[config.mk]
export PLATFORM = sky130hd
export DESIGN_NAME = cbf_ctrl
export DESIGN_NICKNAME = d
export VERILOG_FILES = /design/src/rtl/core/cbf_pkg.sv /design/src/rtl/core/cbf_ctrl.sv
export SDC_FILE = /design/constraint.sdc
export NUM_CORES = 1
export LEC_CHECK = 0
export BUFFER_PORTS_ARGS = -buffer_cell sky130_fd_sc_hd__buf_2
export CAP_MARGIN = 10
export CORE_MARGIN = 5
export CORE_UTILIZATION = 64
export DETAILED_ROUTE_END_ITERATION = 6
export PLACE_DENSITY = 0.87
export SKIP_CTS_REPAIR_TIMING = 1
export SLEW_MARGIN = 10
export SYNTH_ARGS = -nofsm -noshare
export SYNTH_HDL_FRONTEND = slang
export SYNTH_SLANG_ARGS = --single-unit
[constraint.sdc]
create_clock -name clk -period 6.7 [get_ports clk]
set_input_delay 0.67 -clock clk [delete_from_list [all_inputs] [get_ports clk]]
set_output_delay 0.67 -clock clk [all_outputs]
set_load 0.01 [all_outputs]
[src/rtl/core/cbf_pkg.sv]
`timescale 1ns / 1ps

package cbf_pkg;

  localparam int LEN_W  = 13;
  localparam int BYTE_W = 8;
  localparam int FILL_W = 13;
  localparam int STAT_W = 2;

  localparam logic [STAT_W-1:0] ST_OK       = 2'd0;
  localparam logic [STAT_W-1:0] ST_BAD_LEN  = 2'd1;
  localparam logic [STAT_W-1:0] ST_NO_ROOM  = 2'd2;
  localparam logic [STAT_W-1:0] ST_NO_CHUNK = 2'd3;

  localparam logic CMD_WRITE = 1'b0;
  localparam logic CMD_READ  = 1'b1;

  typedef struct packed {
    logic wr_en;
    logic rd_en;
  } cbf_mem_ctl_t;

endpackage

[src/rtl/core/cbf_ctrl.sv]
`timescale 1ns / 1ps

module cbf_ctrl #(
  parameter int DEPTH = 4096,
  parameter int AW    = 12,
  parameter int CW    = 13
) (
  input  logic                  clk,
  input  logic                  rst_n,
  input  logic                  req,
  input  logic                  in_command,
  input  logic                  in_first,
  input  logic [12:0]           in_chunk_length,
  output cbf_pkg::cbf_mem_ctl_t mem_ctl,
  output logic [AW-1:0]         wr_addr,
  output logic [AW-1:0]         rd_addr,
  output logic                  res_valid,
  output logic                  res_read_hit,
  output logic [1:0]            res_status,
  output logic                  res_chunk_end,
  output logic [12:0]           res_fill_level
);
  import cbf_pkg::*;

  localparam int XW = (CW > LEN_W) ? CW : LEN_W;
  localparam logic [AW-1:0] LAST_ADDR = AW'(DEPTH - 1);
  localparam logic [XW-1:0] DEPTH_X   = XW'(DEPTH);

  logic [AW-1:0]    head_r, head_nxt;
  logic [AW-1:0]    tail_r, tail_nxt;
  logic [CW-1:0]    count_r, count_nxt;
  logic [LEN_W-1:0] wrem_r, wrem_nxt;
  logic [LEN_W-1:0] rrem_r, rrem_nxt;

  logic              valid_r, read_hit_r, end_r;
  logic [STAT_W-1:0] status_r;
  logic [FILL_W-1:0] fill_r;

  logic              is_read;
  logic [LEN_W-1:0]  rem_cur, rem_new;
  logic [XW-1:0]     len_x, count_x;
  logic [STAT_W-1:0] status;
  logic              move;

  assign is_read = (in_command == CMD_READ);
  assign rem_cur = is_read ? rrem_r : wrem_r;
  assign len_x   = XW'(in_chunk_length);
  assign count_x = XW'(count_r);

  always_comb begin
    status  = ST_OK;
    move    = 1'b0;
    rem_new = rem_cur;
    if (in_first) begin
      rem_new = '0;
      priority if (in_chunk_length == '0 || len_x > DEPTH_X) begin
        status = ST_BAD_LEN;
      end else if (is_read ? (count_x < len_x) : ((DEPTH_X - count_x) < len_x)) begin
        status = ST_NO_ROOM;
      end else begin
        move    = 1'b1;
        rem_new = in_chunk_length - LEN_W'(1);
      end
    end else if (rem_cur == '0) begin
      status = ST_NO_CHUNK;
    end else begin
      move    = 1'b1;
      rem_new = rem_cur - LEN_W'(1);
    end
  end

  always_comb begin
    head_nxt  = head_r;
    tail_nxt  = tail_r;
    count_nxt = count_r;
    wrem_nxt  = wrem_r;
    rrem_nxt  = rrem_r;
    if (req) begin
      if (is_read) begin
        rrem_nxt = rem_new;
      end else begin
        wrem_nxt = rem_new;
      end
      if (move && is_read) begin
        head_nxt  = (head_r == LAST_ADDR) ? '0 : head_r + AW'(1);
        count_nxt = count_r - CW'(1);
      end else if (move) begin
        tail_nxt  = (tail_r == LAST_ADDR) ? '0 : tail_r + AW'(1);
        count_nxt = count_r + CW'(1);
      end
    end
  end

  assign mem_ctl.wr_en = req && move && !is_read;
  assign mem_ctl.rd_en = req && move && is_read;
  assign wr_addr       = tail_r;
  assign rd_addr       = head_r;

  always_ff @(posedge clk) begin
    if (!rst_n) begin
      head_r     <= '0;
      tail_r     <= '0;
      count_r    <= '0;
      wrem_r     <= '0;
      rrem_r     <= '0;
      valid_r    <= 1'b0;
      read_hit_r <= 1'b0;
    end else begin
      head_r     <= head_nxt;
      tail_r     <= tail_nxt;
      count_r    <= count_nxt;
      wrem_r     <= wrem_nxt;
      rrem_r     <= rrem_nxt;
      valid_r    <= req;
      read_hit_r <= req && move && is_read;
    end
  end

  always_ff @(posedge clk) begin
    if (req) begin
      status_r <= status;
      end_r    <= move && (rem_new == '0);
      fill_r   <= FILL_W'(count_nxt);
    end
  end

  assign res_valid      = valid_r;
  assign res_read_hit   = read_hit_r;
  assign res_status     = status_r;
  assign res_chunk_end  = end_r;
  assign res_fill_level = fill_r;

endmodule

* Word-level counts from Yosys, hierarchy flattened
Cells that the tools add are included.
** Cells by class
- $lt $le $gt $ge :: 3
- Equality and inequality tests :: 2
- Bitwise operators :: 2
- Reduce and logical (&&, ||, !) cells :: 14
- Add/sub/neg operators :: 7
- Mux-type cells :: 19
** Operators by type and width (number)
- 13-bit two-way mux :: 8
- 13-bit logical NOT :: 3
- 13-bit by 1-bit subtractor with 13-bit output, second input constant :: 3
- 13-bit < comparator :: 2
- 12-bit by 1-bit adder with 12-bit output, second input constant :: 2
- 12-bit == test, second input constant :: 2
- 12-bit two-way mux :: 2
- 13-bit by 1-bit adder with 13-bit output, second input constant :: 1
- 13-bit greater-than comparator, second input constant :: 1
- 13-bit subtractor, first input constant :: 1
- 2-bit two-way mux :: 4
- 2-bit AND reduction :: 3
- 1-bit logical AND :: 5
- 1-bit two-way mux :: 5
- 3-bit AND reduction :: 1
- 1-bit inverter :: 2
- 1-bit logical NOT :: 1
- 1-bit logical OR :: 1
** Word-level totals
- Bits in registers :: 81
- Logic and storage cells :: 57
- Output and inout bits :: 44
- Input port bits :: 18

* Logic depth before layout (Yosys ltp)
- Depth in word-level cells :: 9
- Depth in mapped cells :: 17
- Depth with buffers taken out :: 17

* Worst setup path before layout
Ideal clock, no wire load.
- Kind :: reg2out
- From :: register count_r[0]
- To :: output port mem_ctl[1] in the netlist's numbering
- Arrival time :: 3.195 ns
- Buffers on the path :: 0
- Slack :: 2.835 ns
- Data required time :: 6.030 ns
- Stages on the path, launching flop included :: 16
- Cells stage by stage :: dfxtp_1 -> inv_1 -> ha_1 -> nand2_1 -> or3_1 -> or3_1 -> nor3_1 -> xor2_1 -> ha_1 -> a211oi_1 -> o21ai_1 -> a21oi_1 -> o31ai_1 -> and3_1 -> o21ai_1 -> inv_1
** RTL lines
- start: declaration :: line cbf_ctrl.sv:31 : logic [CW-1:0] count_r, count_nxt;
- start signal: assignment :: line cbf_ctrl.sv:111 : count_r <= count_nxt;
- end: declaration :: line cbf_ctrl.sv:14 : output cbf_pkg::cbf_mem_ctl_t mem_ctl,

==> flow_summary.html <==
<table>
<tr><th>Metric</th><th>Value</th></tr>
<tr><th colspan="2">Clocking</th></tr>
<tr><td>Library cell used as clock root buffer</td><td>sky130_fd_sc_hd__clkbuf_8</td></tr>
<tr><td>Clock transition at path regs</td><td>0.08 ns</td></tr>
<tr><td>Insertion delay of the later-clocked pin in the worst-skew pair</td><td>0.36 ns</td></tr>
<tr><td>TritonCTS clock tree</td><td>yes</td></tr>
<tr><td>Number of CTS-inserted buffers</td><td>9</td></tr>
<tr><td>Total number of clock tree sinks</td><td>81</td></tr>
<tr><td>Maximum level of the CTS H-tree</td><td>3</td></tr>
<tr><td>Buffer levels on the longest clock path</td><td>2</td></tr>
<tr><th colspan="2">Critical path</th></tr>
<tr><td>RR Endpoint</td><td>res_chunk_end$_DFFE_PP_</td></tr>
<tr><td>Reg2reg start</td><td>count_r[0]$_SDFF_PN0_</td></tr>
<tr><td>Worst setup slack for register-to-register paths</td><td>2.36 ns</td></tr>
<tr><td>Worst path slowest cell</td><td>sky130_fd_sc_hd__or3_1</td></tr>
<tr><td>Number of cell instances on the worst register-to-register path</td><td>15</td></tr>
<tr><td>Crit end category</td><td>primary output</td></tr>
<tr><td>Maximum single-stage delay on the critical path</td><td>0.40 ns</td></tr>
<tr><td>Maximum fanout along the worst path</td><td>11</td></tr>
<tr><td>Cell breakdown of the critical path</td><td>inv_1 &gt; ha_1 &gt; nand2_1 &gt; or3_1 &gt; or3_1 &gt; nor3_1 &gt; xor2_1 &gt; ha_1 &gt; a211oi_1 &gt; o21ai_1 &gt; a21oi_1 &gt; o31ai_1 &gt; and3_1 &gt; o21ai_1 &gt; inv_1 &gt; buf_2</td></tr>
<tr><td>Type of the worst setup path</td><td>register to primary output</td></tr>
<tr><td>Startpoint class of the critical path</td><td>register</td></tr>
<tr><td>Worst path arrival time</td><td>4.32 ns</td></tr>
<tr><td>CP Data Required Time</td><td>6.03 ns</td></tr>
<tr><th colspan="2">Place</th></tr>
<tr><td>Placer congestion estimate</td><td>0.9751</td></tr>
<tr><td>Number of placed instances with taps included</td><td>750</td></tr>
<tr><td>Detailed Place HPWL</td><td>9690 um</td></tr>
<tr><td>Number of buffer cells added on primary ports</td><td>61</td></tr>
<tr><th colspan="2">Global routing</th></tr>
<tr><td>Via count of the first global-routing pass</td><td>4548</td></tr>
<tr><td>Overall routing resource usage</td><td>0.2690</td></tr>
<tr><td>Global route total overflow</td><td>0</td></tr>
<tr><td>Antenna violations before repair</td><td>0</td></tr>
<tr><td>Pin count of the biggest net entering global routing</td><td>30</td></tr>
<tr><td>Global-route wire length before repair</td><td>21670 um</td></tr>
<tr><th colspan="2">Power</th></tr>
<tr><td>Leak</td><td>2.371 nW</td></tr>
<tr><td>Total design power</td><td>0.001344 W</td></tr>
<tr><td>Largest voltage drop on the vdd net</td><td>148.7 uV</td></tr>
<tr><td>Total power per unit cell area</td><td>235.7 mW/mm^2</td></tr>
<tr><th colspan="2">Cells and area</th></tr>
<tr><td>Final nets</td><td>707</td></tr>
<tr><td>Most common cell after layout, fill and taps aside</td><td>sky130_fd_sc_hd__nor2_1</td></tr>
<tr><td>Antenna diode count</td><td>0</td></tr>
<tr><td>Register area</td><td>0.001782 sq mm</td></tr>
<tr><td>Commonest cells after routing, fill and taps aside</td><td>sky130_fd_sc_hd__nor2_1 (70), sky130_fd_sc_hd__dfxtp_1 (65), sky130_fd_sc_hd__buf_2 (61), sky130_fd_sc_hd__nand2_1 (48), sky130_fd_sc_hd__a21oi_1 (40)</td></tr>
<tr><td>Filler cells</td><td>595</td></tr>
<tr><td>Final standard cell count with taps included and fillers excluded</td><td>766</td></tr>
<tr><td>Area overhead of the layout relative to synthesis</td><td>10.93%</td></tr>
<tr><td>Fraction of final layout cells sized beyond drive strength 1</td><td>0.1506</td></tr>
<tr><td>Footprint of the multi-input gates</td><td>0.003137 sq mm</td></tr>
<tr><th colspan="2">Floorplan</th></tr>
<tr><td>Total I/O pin count</td><td>62</td></tr>
<tr><td>Placeable core region</td><td>0.007767 sq mm</td></tr>
<tr><td>Vert. Die Dim</td><td>99.62 um</td></tr>
<tr><td>Starting Density</td><td>0.6617</td></tr>
<tr><td>Placement Rows</td><td>32</td></tr>
<tr><td>Horiz. Die Dim</td><td>99.62 um</td></tr>
<tr><td>Total die area</td><td>0.009923 sq mm</td></tr>
<tr><th colspan="2">Yosys</th></tr>
<tr><td>Post-synth ARST share</td><td>0</td></tr>
<tr><td>Flip-flop cell with the highest count after synthesis</td><td>sky130_fd_sc_hd__dfxtp_1</td></tr>
<tr><td>Avg Synthesized Cell Area</td><td>8.412 sq um</td></tr>
<tr><td>Count of different cell masters after synthesis</td><td>64</td></tr>
<tr><td>Synthesized netlist net count</td><td>659</td></tr>
<tr><td>Number of cells produced by synthesis</td><td>611</td></tr>
<tr><td>YS warnings</td><td>0</td></tr>
<tr><td>Number of synthesized register bits</td><td>81</td></tr>
<tr><td>Share of synthesized area occupied by flip-flops and latches</td><td>0.3466</td></tr>
<tr><td>Number of synthesized flops with an enable pin</td><td>16</td></tr>
<tr><td>Area of the mapped netlist</td><td>0.005140 sq mm</td></tr>
<tr><th colspan="2">Timing</th></tr>
<tr><td>Number of hold violations in the final report</td><td>0</td></tr>
<tr><td>Least-Margin Pin Slew</td><td>1.030 ns</td></tr>
<tr><td>Final Hold Slack</td><td>0.5042 ns</td></tr>
<tr><td>Fmax achieved</td><td>0.2003 GHz</td></tr>
<tr><td>Worst rel slew slack</td><td>0.3129</td></tr>
<tr><td>Setup repair after global routing missed its margin</td><td>false</td></tr>
<tr><td>Post-layout min period</td><td>4.992 ns</td></tr>
<tr><td>Count of final max-slew check failures</td><td>0</td></tr>
<tr><td>Setup TNS after final layout</td><td>0 ns</td></tr>
<tr><td>Fin crit share</td><td>0.7451</td></tr>
<tr><td>Setup clock skew after layout</td><td>0.01133 ns</td></tr>
<tr><td>Setup Viol. Count Final</td><td>0</td></tr>
<tr><th colspan="2">Drt</th></tr>
<tr><td>Total routed wirelength</td><td>13330 um</td></tr>
<tr><td>Wire per inst</td><td>17.40 um</td></tr>
<tr><td>Detailed-route vias per instance</td><td>6.285</td></tr>
<tr><td># DRC</td><td>0</td></tr>
<tr><td>Number of vias after detailed routing</td><td>4814</td></tr>
<tr><td>Detailed Routing Iterations Pass 1</td><td>6</td></tr>
<tr><td>ANT nets after route</td><td>0</td></tr>
<tr><td>DRC violation total after the first TritonRoute iteration</td><td>443</td></tr>
<tr><th colspan="2">Status</th></tr>
<tr><td>Outcome</td><td>finished, final reports clean</td></tr>
<tr><th colspan="2">Hold path</th></tr>
<tr><td>Type of the worst min-delay path</td><td>register to register</td></tr>
<tr><td>Launch instance of the worst min-delay path</td><td>rrem_r[1]$_SDFFE_PN0P_</td></tr>
<tr><td>Hold Path Stages</td><td>2</td></tr>
<tr><td>Worst Hold Path EP</td><td>rrem_r[1]$_SDFFE_PN0P_</td></tr>
<tr><th colspan="2">Run</th></tr>
<tr><td>Maxcap violations</td><td>0</td></tr>
</table>
-- worst max-delay path by stage --
stage	from	endpoint	cells after the start	slack, ns
CTS	count_r[0]$_SDFF_PN0_	mem_ctl[1]	16	1.76
floorplan	count_r[0]$_SDFF_PN0_	mem_ctl[1]	15	2.83
global route	count_r[0]$_SDFF_PN0_	mem_ctl[1]	16	1.31
detailed placement	count_r[0]$_SDFF_PN0_	mem_ctl[1]	16	2.20
global placement	count_r[0]$_SDFF_PN0_	mem_ctl[1]	16	2.27
finish	count_r[0]$_SDFF_PN0_	mem_ctl[1]	16	1.71
-- power breakdown --
group	switching (W)	internal, W	total [W]
clock	0.000183	0.000222	0.000405
sequential	0.0000292	0.000530	0.000559
combinational	0.000228	0.000152	0.000380
total	0.000441	0.000903	0.00134
-- cell type report --
type                       instances  area share
inverter                          25     0.01646
sequential                        81      0.3125
tap                              102     0.02238
multi-input combinational        477      0.5501
timing repair buffer              65     0.05881
clock inverter                     6     0.01558
clock buffer                      10     0.02414
-- sequential cells by signal, summed over array words and instances, names as in the netlist --
| signal | flops |
|---|---|
| wr_addr | 12 |
| count_r | 13 |
| rd_addr | 12 |
| res_fill_level | 13 |
| res_read_hit | 1 |
| res_status | 2 |
| rrem_r | 13 |
| wrem_r | 13 |
| res_chunk_end | 1 |
| res_valid | 1 |
-- worst max-delay path: cells and delay by family, from the launching register on --
| family | cells | cell delay, ns |
|---|---|---|
| simple gates | 5 | 1.45 |
| xor+xnor | 1 | 0.22 |
| buf+inv | 3 | 0.44 |
| fa+ha+maj | 2 | 0.50 |
| flops | 1 | 0.35 |
| compound gates | 5 | 1.01 |
-- cell usage after synthesis, types with 7 or more instances --
master / instances / share of area
sky130_fd_sc_hd__a211oi_1: 11 / 0.016
sky130_fd_sc_hd__a21oi_1: 40 / 0.039
sky130_fd_sc_hd__a31oi_1: 12 / 0.015
sky130_fd_sc_hd__and2_1: 14 / 0.017
sky130_fd_sc_hd__and3_1: 12 / 0.015
sky130_fd_sc_hd__clkbuf_1: 19 / 0.014
sky130_fd_sc_hd__dfxtp_1: 65 / 0.25
sky130_fd_sc_hd__edfxtp_1: 16 / 0.093
sky130_fd_sc_hd__ha_1: 30 / 0.073
sky130_fd_sc_hd__inv_1: 23 / 0.017
sky130_fd_sc_hd__mux2i_1: 10 / 0.019
sky130_fd_sc_hd__nand2_1: 48 / 0.035
sky130_fd_sc_hd__nand3_1: 11 / 0.011
sky130_fd_sc_hd__nand4_1: 11 / 0.013
sky130_fd_sc_hd__nor2_1: 70 / 0.051
sky130_fd_sc_hd__nor2b_1: 7 / 0.0085
sky130_fd_sc_hd__nor3_1: 25 / 0.024
sky130_fd_sc_hd__nor4_1: 10 / 0.012
sky130_fd_sc_hd__o21ai_0: 24 / 0.023
sky130_fd_sc_hd__o21ai_1: 11 / 0.011
sky130_fd_sc_hd__or3_1: 10 / 0.012
sky130_fd_sc_hd__xnor2_1: 38 / 0.065
sky130_fd_sc_hd__xor2_1: 13 / 0.022
-- metrics by stage --
step / instance area, sq um / util / setup WS (ns)
2_1_floorplan: 5140 / - / 2.835
3_3_place_gp: 5475 / 0.7049 / 2.275
3_5_place_dp: 5475 / 0.7049 / 2.201
4_1_cts: 5702 / 0.7341 / 1.756
5_1_grt: 5702 / 0.7341 / 1.309
6_report: 5702 / 0.7341 / 1.708
-- layer usage --
metal  share of wire  up-vias  global-route usage  routed length [um]
met2            0.46      245              0.4349                6195
met4           0.025        0              0.1155                 333
met5               0        -                   0                   0
li1                -     2295                   -                   -
met3           0.083       36             0.06101                1105
met1            0.43     2238              0.3447                5697
-- cells by family after synthesis --
| kind of cell | Yosys count | share of synthesized area |
|---|---|---|
| adder cells (fa/ha/maj) | 30 | 0.07303 |
| XOR/XNOR | 51 | 0.08690 |
| flip-flops | 81 | 0.3466 |
| AND/OR/NAND/NOR | 245 | 0.2471 |
| buffers and inverters | 53 | 0.04309 |
| multiplexers | 18 | 0.04187 |
| AO/OA/AOI/OAI | 133 | 0.1614 |
No activity file was read; power rests on OpenSTA's default activity.
